<file path="config.mk">
export PLATFORM = sky130hd
export DESIGN_NAME = i2c_master_write_read_sequencer_core
export DESIGN_NICKNAME = d
export VERILOG_FILES = /design/src/design/i2cms_pkg.sv /design/src/design/i2cms_store.sv /design/src/design/i2cms_ctrl.sv /design/src/design/i2c_master_write_read_sequencer_core.sv
export SDC_FILE = /design/constraint.sdc
export NUM_CORES = 1
export LEC_CHECK = 0
export ABC_AREA = 1
export BUFFER_PORTS_ARGS = -buffer_cell sky130_fd_sc_hd__buf_2
export CAP_MARGIN = 10
export CORE_ASPECT_RATIO = 1.75
export CORE_MARGIN = 1
export CORE_UTILIZATION = 50
export DETAILED_ROUTE_END_ITERATION = 10
export GPL_TIMING_DRIVEN = 0
export PLACE_DENSITY = 0.69
export SYNTH_ARGS = -nofsm -noshare
export SYNTH_HDL_FRONTEND = slang
export SYNTH_SLANG_ARGS = --single-unit
</file>
<file path="constraint.sdc">
create_clock -name i_clk -period 2.8 [get_ports i_clk]
set_clock_uncertainty 0.15 [all_clocks]
set_input_delay 0.28 -clock i_clk [delete_from_list [all_inputs] [get_ports i_clk]]
set_output_delay 0.28 -clock i_clk [all_outputs]
set_load 0.02 [all_outputs]
</file>
<file path="src/design/i2cms_pkg.sv">
package i2cms_pkg;

    localparam int BUFFER_DEPTH = 32;
    localparam int BUF_AW       = $clog2(BUFFER_DEPTH);

    localparam logic [8:0] DEPTH_LIM = 9'(BUFFER_DEPTH);
    localparam logic [5:0] PTR_MAX   = 6'd63;
    localparam logic [7:0] READ_BIT  = 8'h01;

    localparam logic [2:0] CMD_LOAD       = 3'd0;
    localparam logic [2:0] CMD_START_WR   = 3'd1;
    localparam logic [2:0] CMD_START_WRRD = 3'd2;
    localparam logic [2:0] CMD_BUS_EVENT  = 3'd3;
    localparam logic [2:0] CMD_TICK       = 3'd4;
    localparam logic [2:0] CMD_FETCH      = 3'd5;

    localparam logic [2:0] ST_START      = 3'd0;
    localparam logic [2:0] ST_RESTART    = 3'd1;
    localparam logic [2:0] ST_ADDR_W_ACK = 3'd2;
    localparam logic [2:0] ST_DATA_ACK   = 3'd3;
    localparam logic [2:0] ST_ADDR_R_ACK = 3'd4;
    localparam logic [2:0] ST_RX_ACK     = 3'd5;
    localparam logic [2:0] ST_RX_NACK    = 3'd6;
    localparam logic [2:0] ST_ERROR      = 3'd7;

    localparam logic [2:0] ACT_NONE    = 3'd0;
    localparam logic [2:0] ACT_START   = 3'd1;
    localparam logic [2:0] ACT_SEND    = 3'd2;
    localparam logic [2:0] ACT_RX_ACK  = 3'd3;
    localparam logic [2:0] ACT_RX_NACK = 3'd4;
    localparam logic [2:0] ACT_STOP    = 3'd5;
    localparam logic [2:0] ACT_RESTART = 3'd6;

    typedef struct packed {
        logic [2:0] cmd;
        logic [7:0] data_byte;
        logic [4:0] buf_index;
        logic [6:0] slave_addr;
        logic [5:0] write_len;
        logic [5:0] read_len;
        logic [7:0] delay_ms;
        logic [2:0] bus_status;
    } t_item;

    typedef struct packed {
        logic [2:0] bus_action;
        logic       from_store;
        logic [7:0] out_byte;
        logic       request_ok;
        logic       done_res;
        logic       done_error;
        logic       busy_res;
    } t_result;

    typedef struct packed {
        logic              we;
        logic [BUF_AW-1:0] waddr;
        logic [7:0]        wdata;
        logic              re;
        logic [BUF_AW-1:0] raddr;
    } t_store_req;

    function automatic logic [BUF_AW-1:0] buf_addr(input logic [7:0] v);
        return v[BUF_AW-1:0];
    endfunction

    function automatic logic in_buf(input logic [7:0] v);
        return {1'b0, v} < DEPTH_LIM;
    endfunction

endpackage

</file>
<file path="src/design/i2cms_store.sv">
module i2cms_store
    import i2cms_pkg::*;
(
    input  logic       i_clk,
    input  t_store_req i_req,
    output logic [7:0] o_rdata
);

    logic [7:0] r_mem [BUFFER_DEPTH];
    logic [7:0] r_rdata;

    always_ff @(posedge i_clk) begin
        if (i_req.we) begin
            r_mem[i_req.waddr] <= i_req.wdata;
        end
        if (i_req.re) begin
            r_rdata <= r_mem[i_req.raddr];
        end
    end

    assign o_rdata = r_rdata;

endmodule

</file>
<file path="src/design/i2cms_ctrl.sv">
module i2cms_ctrl
    import i2cms_pkg::*;
(
    input  logic       i_clk,
    input  logic       i_rst_n,
    input  logic       i_adv,
    input  t_item      i_item,
    output t_result    o_res,
    output t_store_req o_req
);

    typedef enum logic [1:0] {
        PH_IDLE  = 2'd0,
        PH_WRITE = 2'd1,
        PH_WAIT  = 2'd2,
        PH_READ  = 2'd3
    } t_phase;

    t_phase     r_phase,  n_phase;
    logic [5:0] r_ptr,    n_ptr;
    logic [5:0] r_plen,   n_plen;
    logic [5:0] r_pend,   n_pend;
    logic [7:0] r_addr,   n_addr;
    logic [7:0] r_wticks, n_wticks;
    logic [7:0] r_wleft,  n_wleft;

    logic [5:0] ptr_inc;
    logic [2:0] ack_cur;
    logic [2:0] ack_inc;
    logic       wlen_ok;
    logic       rlen_ok;
    logic       ptr_in_buf;
    logic       idx_in_buf;
    t_result    res;
    t_store_req req;

    always_comb begin
        ptr_inc    = (r_ptr < PTR_MAX) ? r_ptr + 6'd1 : r_ptr;
        ack_cur    = ({1'b0, r_ptr} + 7'd1 < {1'b0, r_plen}) ? ACT_RX_ACK : ACT_RX_NACK;
        ack_inc    = ({1'b0, ptr_inc} + 7'd1 < {1'b0, r_plen}) ? ACT_RX_ACK : ACT_RX_NACK;
        wlen_ok    = {3'b0, i_item.write_len} <= DEPTH_LIM;
        rlen_ok    = {3'b0, i_item.read_len} <= DEPTH_LIM;
        ptr_in_buf = in_buf({2'b0, r_ptr});
        idx_in_buf = in_buf({3'b0, i_item.buf_index});

        n_phase  = r_phase;
        n_ptr    = r_ptr;
        n_plen   = r_plen;
        n_pend   = r_pend;
        n_addr   = r_addr;
        n_wticks = r_wticks;
        n_wleft  = r_wleft;

        res       = '0;
        req       = '0;
        req.wdata = i_item.data_byte;

        case (i_item.cmd)
            CMD_LOAD: begin
                if (r_phase == PH_IDLE && idx_in_buf) begin
                    req.we    = 1'b1;
                    req.waddr = buf_addr({3'b0, i_item.buf_index});
                end
            end
            CMD_START_WR, CMD_START_WRRD: begin
                if (r_phase == PH_IDLE && wlen_ok &&
                    (i_item.cmd == CMD_START_WR || rlen_ok)) begin
                    n_plen = i_item.write_len;
                    n_pend = (i_item.cmd == CMD_START_WRRD) ? i_item.read_len : 6'd0;
                    if (i_item.cmd == CMD_START_WRRD) begin
                        n_wticks = i_item.delay_ms;
                    end
                    n_addr         = {i_item.slave_addr, 1'b0};
                    n_ptr          = 6'd0;
                    n_phase        = PH_WRITE;
                    res.bus_action = ACT_START;
                    res.request_ok = 1'b1;
                end
            end
            CMD_BUS_EVENT: begin
                if (r_phase == PH_WRITE || r_phase == PH_READ) begin
                    if (i_item.bus_status inside {ST_START, ST_RESTART}) begin
                        n_ptr          = 6'd0;
                        res.bus_action = ACT_SEND;
                        res.out_byte   = r_addr;
                    end else if (i_item.bus_status inside {ST_ADDR_W_ACK, ST_DATA_ACK} &&
                                 r_phase == PH_WRITE) begin
                        if (r_ptr < r_plen) begin
                            res.bus_action = ACT_SEND;
                            res.from_store = 1'b1;
                            req.raddr      = buf_addr({2'b0, r_ptr});
                            n_ptr          = ptr_inc;
                        end else if (r_pend != 6'd0) begin
                            n_plen  = r_pend;
                            n_pend  = 6'd0;
                            n_addr  = r_addr | READ_BIT;
                            n_wleft = r_wticks;
                            if (r_wticks == 8'd0) begin
                                n_phase        = PH_READ;
                                res.bus_action = ACT_RESTART;
                            end else begin
                                n_phase        = PH_WAIT;
                                res.bus_action = ACT_STOP;
                            end
                        end else begin
                            n_phase        = PH_IDLE;
                            res.bus_action = ACT_STOP;
                            res.done_res   = 1'b1;
                        end
                    end else if (i_item.bus_status == ST_ADDR_R_ACK && r_phase == PH_READ) begin
                        res.bus_action = ack_cur;
                    end else if (i_item.bus_status == ST_RX_ACK && r_phase == PH_READ) begin
                        req.we         = ptr_in_buf;
                        req.waddr      = buf_addr({2'b0, r_ptr});
                        n_ptr          = ptr_inc;
                        res.bus_action = ack_inc;
                    end else if (i_item.bus_status == ST_RX_NACK && r_phase == PH_READ) begin
                        req.we         = ptr_in_buf;
                        req.waddr      = buf_addr({2'b0, r_ptr});
                        n_phase        = PH_IDLE;
                        res.bus_action = ACT_STOP;
                        res.done_res   = 1'b1;
                    end else begin
                        n_phase        = PH_IDLE;
                        res.bus_action = ACT_STOP;
                        res.done_res   = 1'b1;
                        res.done_error = 1'b1;
                    end
                end
            end
            CMD_TICK: begin
                if (r_phase == PH_WAIT) begin
                    n_wleft = (r_wleft != 8'd0) ? r_wleft - 8'd1 : r_wleft;
                    if (n_wleft == 8'd0) begin
                        n_phase        = PH_READ;
                        res.bus_action = ACT_START;
                    end
                end
            end
            CMD_FETCH: begin
                if (r_phase == PH_IDLE && idx_in_buf) begin
                    res.from_store = 1'b1;
                    res.request_ok = 1'b1;
                    req.raddr      = buf_addr({3'b0, i_item.buf_index});
                end
            end
            default: begin
            end
        endcase

        res.busy_res = (n_phase != PH_IDLE);
        req.we       = req.we & i_adv;
        req.re       = res.from_store & i_adv;
    end

    always_ff @(posedge i_clk) begin
        if (!i_rst_n) begin
            r_phase  <= PH_IDLE;
            r_ptr    <= '0;
            r_plen   <= '0;
            r_pend   <= '0;
            r_addr   <= '0;
            r_wticks <= '0;
            r_wleft  <= '0;
        end else if (i_adv) begin
            r_phase  <= n_phase;
            r_ptr    <= n_ptr;
            r_plen   <= n_plen;
            r_pend   <= n_pend;
            r_addr   <= n_addr;
            r_wticks <= n_wticks;
            r_wleft  <= n_wleft;
        end
    end

    assign o_res = res;
    assign o_req = req;

`ifndef SYNTHESIS
    a_done_to_idle: assert property (@(posedge i_clk) disable iff (!i_rst_n)
        i_adv && res.done_res |=> r_phase == PH_IDLE)
        else $error("finished transaction did not return to idle");

    a_err_is_done: assert property (@(posedge i_clk) disable iff (!i_rst_n)
        res.done_error |-> res.done_res && res.bus_action == ACT_STOP)
        else $error("error flagged without stop and done");

    a_len_bound: assert property (@(posedge i_clk) disable iff (!i_rst_n)
        r_phase != PH_IDLE |-> {3'b0, r_plen} <= DEPTH_LIM)
        else $error("phase length beyond buffer");

    a_store_write_phase: assert property (@(posedge i_clk) disable iff (!i_rst_n)
        req.we |-> r_phase == PH_IDLE || r_phase == PH_READ)
        else $error("buffer written during write or wait phase");

    a_wait_expires: assert property (@(posedge i_clk) disable iff (!i_rst_n)
        i_adv && r_phase == PH_WAIT && i_item.cmd == CMD_TICK && r_wleft == 8'd1
        |=> r_phase == PH_READ)
        else $error("wait phase did not end on last tick");
`endif

endmodule

</file>
<file path="src/design/i2c_master_write_read_sequencer_core.sv">
// channel  dir  handshake                     payload
// s_axis   in   s_axis_tvalid/s_axis_tready   tuser: cmd; tdata: command fields
// m_axis   out  m_axis_tvalid/m_axis_tready   tdata: one result per input beat
//
// One beat per cycle unless m_axis stalls; beats pass the input and result registers.
// The input register and the result register with the buffer read port decouple the sides.
// i_rst_n (synchronous) returns the sequencer to idle; buffer contents are not cleared.
// A stalled m_axis holds one result and one pending input beat before s_axis_tready drops.
module i2c_master_write_read_sequencer_core
    import i2cms_pkg::*;
(
    input  logic        i_clk,
    input  logic        i_rst_n,
    input  logic        s_axis_tvalid,
    output logic        s_axis_tready,
    // [2:0] cmd
    input  logic [2:0]  s_axis_tuser,
    // [7:0] data_byte, [12:8] buf_index, [19:13] slave_addr, [25:20] write_len,
    // [31:26] read_len, [39:32] delay_ms, [42:40] bus_status, [47:43] zero
    input  logic [47:0] s_axis_tdata,
    output logic        m_axis_tvalid,
    input  logic        m_axis_tready,
    // [2:0] bus_action, [10:3] out_byte, [11] request_ok, [12] done_res,
    // [13] done_error, [14] busy_res, [15] zero
    output logic [15:0] m_axis_tdata
);

    logic       r_in_valid;
    t_item      r_item;
    logic       r_out_valid;
    t_result    r_res;
    logic       adv;
    logic       take;
    t_result    res;
    t_store_req req;
    logic [7:0] rdata;
    logic [7:0] out_byte;

    assign adv           = r_in_valid && (!r_out_valid || m_axis_tready);
    assign s_axis_tready = !r_in_valid || adv;
    assign take          = s_axis_tvalid && s_axis_tready;

    always_ff @(posedge i_clk) begin
        if (!i_rst_n) begin
            r_in_valid  <= 1'b0;
            r_out_valid <= 1'b0;
        end else begin
            if (take) begin
                r_in_valid <= 1'b1;
            end else if (adv) begin
                r_in_valid <= 1'b0;
            end
            if (adv) begin
                r_out_valid <= 1'b1;
            end else if (m_axis_tready) begin
                r_out_valid <= 1'b0;
            end
        end
    end

    always_ff @(posedge i_clk) begin
        if (take) begin
            r_item.cmd        <= s_axis_tuser;
            r_item.data_byte  <= s_axis_tdata[7:0];
            r_item.buf_index  <= s_axis_tdata[12:8];
            r_item.slave_addr <= s_axis_tdata[19:13];
            r_item.write_len  <= s_axis_tdata[25:20];
            r_item.read_len   <= s_axis_tdata[31:26];
            r_item.delay_ms   <= s_axis_tdata[39:32];
            r_item.bus_status <= s_axis_tdata[42:40];
        end
        if (adv) begin
            r_res <= res;
        end
    end

    i2cms_ctrl u_ctrl (
        .i_clk   (i_clk),
        .i_rst_n (i_rst_n),
        .i_adv   (adv),
        .i_item  (r_item),
        .o_res   (res),
        .o_req   (req)
    );

    i2cms_store u_store (
        .i_clk   (i_clk),
        .i_req   (req),
        .o_rdata (rdata)
    );

    assign out_byte      = r_res.from_store ? rdata : r_res.out_byte;
    assign m_axis_tvalid = r_out_valid;
    assign m_axis_tdata  = {1'b0, r_res.busy_res, r_res.done_error, r_res.done_res,
                            r_res.request_ok, out_byte, r_res.bus_action};

endmodule
</file>
==> flow_summary.ini, run 1 <==
[logic_synthesis]
netlist_instances = 1670
synth_compound_area_share_pct = 4.36
synthTopCellsByCount = nand2_1 (360), edfxtp_1 (326), nand3_1 (305), inv_1 (214), nor2_1 (95)
synth-main-ff-cell = edfxtp_1
synth_top_area_cell = edfxtp_1
synth_most_common_cell = nand2_1
yosys_register_bits = 372
seq_area_frac_synth_pct = 63.6
synthesis.area_um2 = 16800
synthAdderAreaFrac_pct = 1.41
synth-xor-area-share_pct = 0.364
yosysTopAreaCellShare_pct = 58.1
synth_top_cells_by_area = edfxtp_1 (58%), nand3_1 (9.1%), nand2_1 (8.0%)
synthSimpleGateAreaFrac_pct = 22.3
synth_top_family_by_area = simple AND/OR/NAND/NOR gates
synth_nets = 1744
muxShareOfSynthArea_pct = 0.535
async_flop_share_pct = 0
synth-edff-count = 326
ys_types = 44
avgSynthCellArea_um2 = 10.1
yosysWarnings = 0

[final_layout]
nets = 1955
area_delta_synth_final_pct = 27.7
fill_cells = 2419
insertedDiodeCount = 0
drive_above_1_share_pct = 24.0
layout.cells.non_filler = 2312

[placed_design]
gp_congestion = 0.963
dp.cells = 2147
place_hpwl_um = 33500
preCtsSetupSlack_ns = -0.860
port_buffers = 66

[floorplan]
die_y_um = 245
start_util_pct = 51.0
rows = 88
ios = 73
die_area_um2 = 34400
core_um2 = 33000
die_w_um = 141

[setup_path]
crit_start = u_ctrl.r_plen[5]
critPathMaxFanout = 7
crit_path_end_kind = register
required_ns = 3.04
arrival_ns = 3.13
rr_startpoint = u_ctrl.r_plen[5]
startpoint_type = register
crit_type = reg2reg

[sta]
hold_viol = 0
postLayoutSetupSlackWorst_ns = -0.0947
relSlewSlack_pct = 32.8
worstMarginPinSlew_ns = 1.01
maxSlewViolCount = 0
max_freq_mhz = 345
fin_crit_sh_pct = 103
rsz0062_at_grt = true
setup_viol = 10
period_needed_ns = 2.89

[clock_network]
cts_buffers = 34
clock_path_buffers = 3
root_buffer = clkbuf_16
worstSkewPairLatency_ns = 0.53
clock-sinks = 372
cts_max_level = 2
cts_tree = done
clkTransAtPathRegs_ns = 0.07

[global_route]
grt_pass1_wl_um = 73900
grt_max_degree = 47
grt-ovfl-total = 0
first_global_vias = 13300
grtUsageTotal_pct = 29.1
grt_antenna_before_repair = 0

[drt]
drtIter0Drc = 1083
post-route-drc-count = 0
via_per_inst = 5.69
drt-total-wl_um = 50500
drtPass1Iterations = 5
vias = 13100
ant_nets = 0
wl_per_cell_um = 21.9

[status]
status = finished, violations left
violations = setup timing

[power]
powerDensity_nw_per_um2 = 550
p_leak_uw = 0.00860
ir_drop_v = 0.000559

[min_path]
hold_start = s_axis_tdata[11]
hold_path_class = in2reg

[flow_run]
drv_cap = 0
-- critical path, cell delays in order (launching register included) --
cell and delay (ns):
dfxtp_2 0.35, inv_4 0.06, ha_4 0.24, nand2_1 0.10, nand2_2 0.08, a21oi_4 0.21, nand2_2 0.12, nor2_4 0.23
nand2_4 0.11, o21ai_4 0.24, clkbuf_16 0.29, nand3_2 0.08, nand3_2 0.11, nand3_4 0.10, nand2_2 0.08, nand2_1 0.07
nand2_2 0.11
-- final cells by class --
class                   count  area [µm²]  share of cell area, %
clock buffers              48         977                   4.55
flip-flops and latches    372       10700                   49.9
clock inverters            14         154                  0.716
well taps                 405         507                   2.36
inverters                 223         856                   3.98
plain buffers              84         754                   3.51
multi-input cells         992        5870                   27.3
repair buffers            174        1640                   7.64
-- layer usage --
metal | GRT usage (%) | wire length [µm] | vias up
met5 | 0 | 0 | -
met3 | 3.49 | 2790 | 227
met4 | 22.9 | 4730 | 0
met1 | 27.0 | 15700 | 6243
li1 | - | - | 6074
met2 | 56.2 | 27300 | 600
-- layout by cell type (no fill, tap or decap), types with 5 or more instances in the layout --
master,instances
ha_1,12
ha_4,6
nand3_1,247
inv_2,13
clkbuf_16,38
clkbuf_2,12
nand2_4,7
clkinv_1,7
dfxtp_1,36
buf_4,45
nand3b_1,42
buf_12,18
dfxtp_2,6
a31oi_1,6
clkbuf_1,20
a211oi_1,14
o21ai_0,40
mux2_2,8
nor2_2,5
nand2_2,38
nand2_1,318
nor2_1,55
a21oi_1,37
inv_1,204
edfxtp_1,326
dlygate4sd3_1,50
buf_2,72
nand3_4,6
buf_16,8
nand3_2,52
buf_6,30
nor3_1,16
nor2_4,37
buf_8,8
-- where the power goes --
| group | switching [µW] | leakage, µW | internal, µW |
|---|---|---|---|
| logic | 549 | 0.00470 | 331 |
| clock network | 2040 | 0.000543 | 2730 |
| registers | 72.7 | 0.00336 | 6100 |
-- sequential cells by signal (all words and copies together) (netlist names) --
register and cells:
u_store.r_mem 256, r_item 46, r_res 9, u_ctrl.r_addr 8
u_ctrl.r_wleft 8, u_ctrl.r_wticks 8, u_store.o_rdata 8, m_axis_tdata 7
u_ctrl.r_pend 6, u_ctrl.r_plen 6, u_ctrl.r_ptr 6, u_ctrl.r_phase 2
m_axis_tvalid 1, r_in_valid 1
-- final timing paths --
path | slack [ns] | end | cells past startpoint
setup / recovery | -0.09 | u_store.o_rdata[4] | 16
hold / removal | 0.30 | r_item[33] | 2
setup reg to reg | -0.09 | u_store.o_rdata[4] | 16
hold reg to reg | 0.31 | u_ctrl.r_addr[6] | 2
-- per-stage QoR --
stage                     util, %  cell area, µm²  hold WS (ns)  setup TNS, ns  total power, µW
after global placement       53.5           17700         0.292        -158.26             6910
final                        65.1           21500         0.300         -0.545            11800
after floorplan                 -           16800         0.229              0             6650
after CTS                    62.5           20600         0.289        -0.0604            11700
after detailed placement     54.0           17800         0.302        -177.55             6950
after global routing         65.1           21500         0.303          -6.31            12100
-- logic make-up after synthesis --
family,after synthesis
buf+inv,307
fa+ha+maj,19
mux,8
flops,372
simple gates,834
other cells,1
xor+xnor,7
compound gates,122
-- repair_timing --
item | in CTS | in global routing
pin swaps | 44 | 50
setup endpoints to repair | 277 | 293
gates cloned | 1 | 5
gates resized for setup | 217 | 203
hold buffers | 50 | 0
buffers inserted | 35 | 10
hold endpoints to repair | 51 | 0
(Power assumes the default switching activity.)
==> run 2, diff against run 1 <==
--- a/config.mk
+++ b/config.mk
@@ -5,7 +5,6 @@
 export SDC_FILE = /design/constraint.sdc
 export NUM_CORES = 1
 export LEC_CHECK = 0
-export ABC_AREA = 1
 export BUFFER_PORTS_ARGS = -buffer_cell sky130_fd_sc_hd__buf_2
 export CAP_MARGIN = 10
 export CORE_ASPECT_RATIO = 1.75
@@ -13,7 +12,7 @@
 export CORE_UTILIZATION = 50
 export DETAILED_ROUTE_END_ITERATION = 10
 export GPL_TIMING_DRIVEN = 0
-export PLACE_DENSITY = 0.69
+export PLACE_DENSITY = 0.7
 export SYNTH_ARGS = -nofsm -noshare
 export SYNTH_HDL_FRONTEND = slang
 export SYNTH_SLANG_ARGS = --single-unit
==> flow_summary.ini, run 2 <==
[status]
status = finished, violations left
violations = setup timing

[clock_network]
clock_path_buffers = 3
worstSkewPairLatency_ns = 0.53
cts_max_level = 2
root_buffer = clkbuf_16
cts_buffers = 34
clock-sinks = 372
cts_tree = done
clkTransAtPathRegs_ns = 0.07

[setup_path]
max_stage_delay_ns = 0.46
crit_slowest_cell = a2111oi_4
startpoint_type = register
r2r_slack_ns = -0.61
path_common_cell = a21o_4
rr_startpoint = u_ctrl.r_ptr[1]
r2r_end = u_store.o_rdata[4]
arrival_ns = 3.56
cp.buffers_inverters = 2
crit_start = u_ctrl.r_ptr[1]
crit_type = reg2reg
crit_chain = ha_4 -> a21o_4 -> a2111oi_4 -> buf_4 -> a21o_4 -> clkbuf_4 -> nand2_1 -> a32oi_2 -> a311oi_2 -> nor4_4
r2r_cells = 10
critPathMaxFanout = 10
crit_path_end_kind = register
required_ns = 2.94
crit_cells = 10
path_delay_family = compound AO/OA/AOI/OAI gates

[power]
power_uw = 11500
p_comb_share_pct = 5.8
switching_power_uw = 2530
ir_drop_v = 0.000602
power_frac_seq_pct = 53.7
p_leak_uw = 0.00690
switching_share_pct = 22.0
powerDensity_nw_per_um2 = 570
power.internal_uw = 8970
power.share.clock_pct = 40.5

[logic_synthesis]
synth-xor-area-share_pct = 0.728
synthesis.area_um2 = 15600
synthAdderAreaFrac_pct = 1.52
synth-edff-count = 326
synthTopCellsByCount = edfxtp_1 (326), nand2_1 (242), nor2_1 (99), mux2i_1 (60), a21oi_1 (54)
synth_most_common_cell = edfxtp_1
async_flop_share_pct = 0
netlist_instances = 1228
synth_top_area_cell = edfxtp_1
yosysWarnings = 0
synth_top_cells_by_area = edfxtp_1 (63%), dfxtp_1 (5.9%), nand2_1 (5.8%)
synth_top_family_by_area = simple AND/OR/NAND/NOR gates
ys_types = 67
synthSimpleGateAreaFrac_pct = 13.3
avgSynthCellArea_um2 = 12.7
synth_nets = 1302
synth-main-ff-cell = edfxtp_1
yosysTopAreaCellShare_pct = 62.6
yosys_register_bits = 372
synth_compound_area_share_pct = 8.88
muxShareOfSynthArea_pct = 4.42
seq_area_frac_synth_pct = 68.5

[final_layout]
reg_top3 = u_store.r_mem: 256 flops, r_item: 46 flops, r_res: 9 flops
regMostFlops = u_store.r_mem
fin_area_um2 = 20200
area_delta_synth_final_pct = 29.2
nets = 1494
layout.cells.non_filler = 1835
largest_register_ffs = 256
layout_common_cells = edfxtp_1 (326), nand2_1 (226), buf_2 (73)
final_common_cell = edfxtp_1
drive_above_1_share_pct = 30.0
fill_cells = 2078
insertedDiodeCount = 0

[floorplan]
start_util_pct = 50.9
die_w_um = 136
rows = 85
die_y_um = 236
die_area_um2 = 32000
core_um2 = 30700
ios = 73

[sta]
hold_viol = 0
holdWs_ns = 0.0178
rsz0062_at_grt = true
maxSlewViolCount = 0
relSlewSlack_pct = 11.5
worstMarginPinSlew_ns = 1.33
setup_viol = 11
period_needed_ns = 3.41
fin_crit_sh_pct = 122
max_freq_mhz = 293
tns_ns = -5.64
postLayoutSetupSlackWorst_ns = -0.614

[drt]
wl_per_cell_um = 23.3
drtPass1Iterations = 6
drtIter0Drc = 794
ant_nets = 0
vias = 11000
drt-total-wl_um = 42800
post-route-drc-count = 0
via_per_inst = 5.97

[global_route]
grt_max_degree = 33
grt_antenna_before_repair = 1
grt_pass1_wl_um = 63300
grtUsageTotal_pct = 27.1
first_global_vias = 11000
grt-ovfl-total = 0

[placed_design]
gp_congestion = 0.958
place_hpwl_um = 28300
port_buffers = 66
dp.cells = 1687
postPlaceCellArea_um2 = 16600

[min_path]
hold_path_end = u_ctrl.r_plen[1]
hold_start = i_rst_n
hold_path_class = in2reg
worstHoldPathCells = 3

[flow_run]
drv_cap = 0
[run 2: changes by cell type in the layout (fill, tap and decap cells not counted), moves of 17 or more]
| cell | before | now |
|---|---|---|
| a32oi_2 | 1 | 18 |
| buf_6 | 30 | 6 |
| inv_1 | 204 | 8 |
| mux2i_1 | 0 | 56 |
| nand2_1 | 318 | 226 |
| nand2_2 | 38 | 10 |
| nand3_1 | 247 | 43 |
| nand3_2 | 52 | 2 |
| nand3b_1 | 42 | 2 |
| o21ai_0 | 40 | 16 |
[run 2: how the worst max path moves through the flow]
stage	end	slack [ns]
floorplan	m_axis_tdata[2]	-0.16
global placement	u_store.o_rdata[2]	-1.33
detailed placement	u_store.o_rdata[2]	-1.36
CTS	u_store.o_rdata[2]	-0.50
global route	u_store.o_rdata[4]	-0.66
finish	u_store.o_rdata[4]	-0.61
[run 2: kinds of logic after synthesis]
kind of cell	after synthesis
AO/OA/AOI/OAI	199
XOR/XNOR	13
adder cells (fa/ha/maj)	19
buffers and inverters	80
flip-flops	372
multiplexers	68
other	1
AND/OR/NAND/NOR	476
[run 2: area by class of cell]
cell class	count	area, µm²	share of cell area (%)
plain buffers	58	514	2.55
clock buffers	39	891	4.41
clock inverters	21	219	1.08
inverters	14	61.3	0.303
multi-input cells	776	5970	29.6
flip-flops and latches	372	10700	53.1
well taps	391	489	2.42
repair buffers	163	1320	6.52
repair inverters	1	5.00	0.0248
[run 2: layer usage]
layer | track usage (%) | wire (µm)
met1 | 26.4 | 13500
met2 | 50.8 | 23500
met3 | 4.32 | 2320
met4 | 18.6 | 3450
met5 | 0 | 12
[run 2: stage by stage]
step	utilization, %	setup WS, ns
floorplan	-	-0.158
global placement	54.0	-1.33
detailed placement	54.1	-1.36
CTS	64.2	-0.503
global route	65.7	-0.659
finish	65.7	-0.614
[run 2: power groups by stage]
stage	clock (µW)	sequential, µW	combinational (µW)
final	4660	6180	663
after global routing	4880	6190	698
after CTS	4680	6190	604
after detailed placement	0	6310	454
after global placement	0	6310	436
after floorplan	0	6260	277
[run 2: what timing repair did]
action / in CTS / in global routing
cloned: 2 / 1
setup buffers: 31 / 13
hold buffers: 49 / 0
endpoints found under the setup margin: 310 / 296
endpoints found under the hold margin: 48 / 0
gates resized for setup: 242 / 83
pin swaps: 59 / 41
[run 2: worst reg2reg max path: cells and delay by family (launching register included)]
| family | cells | cell delay [ns] |
|---|---|---|
| AO/OA/AOI/OAI | 5 | 1.47 |
| adder cells (fa/ha/maj) | 1 | 0.22 |
| buffers and inverters | 2 | 0.41 |
| flip-flops | 1 | 0.42 |
| AND/OR/NAND/NOR | 2 | 0.51 |
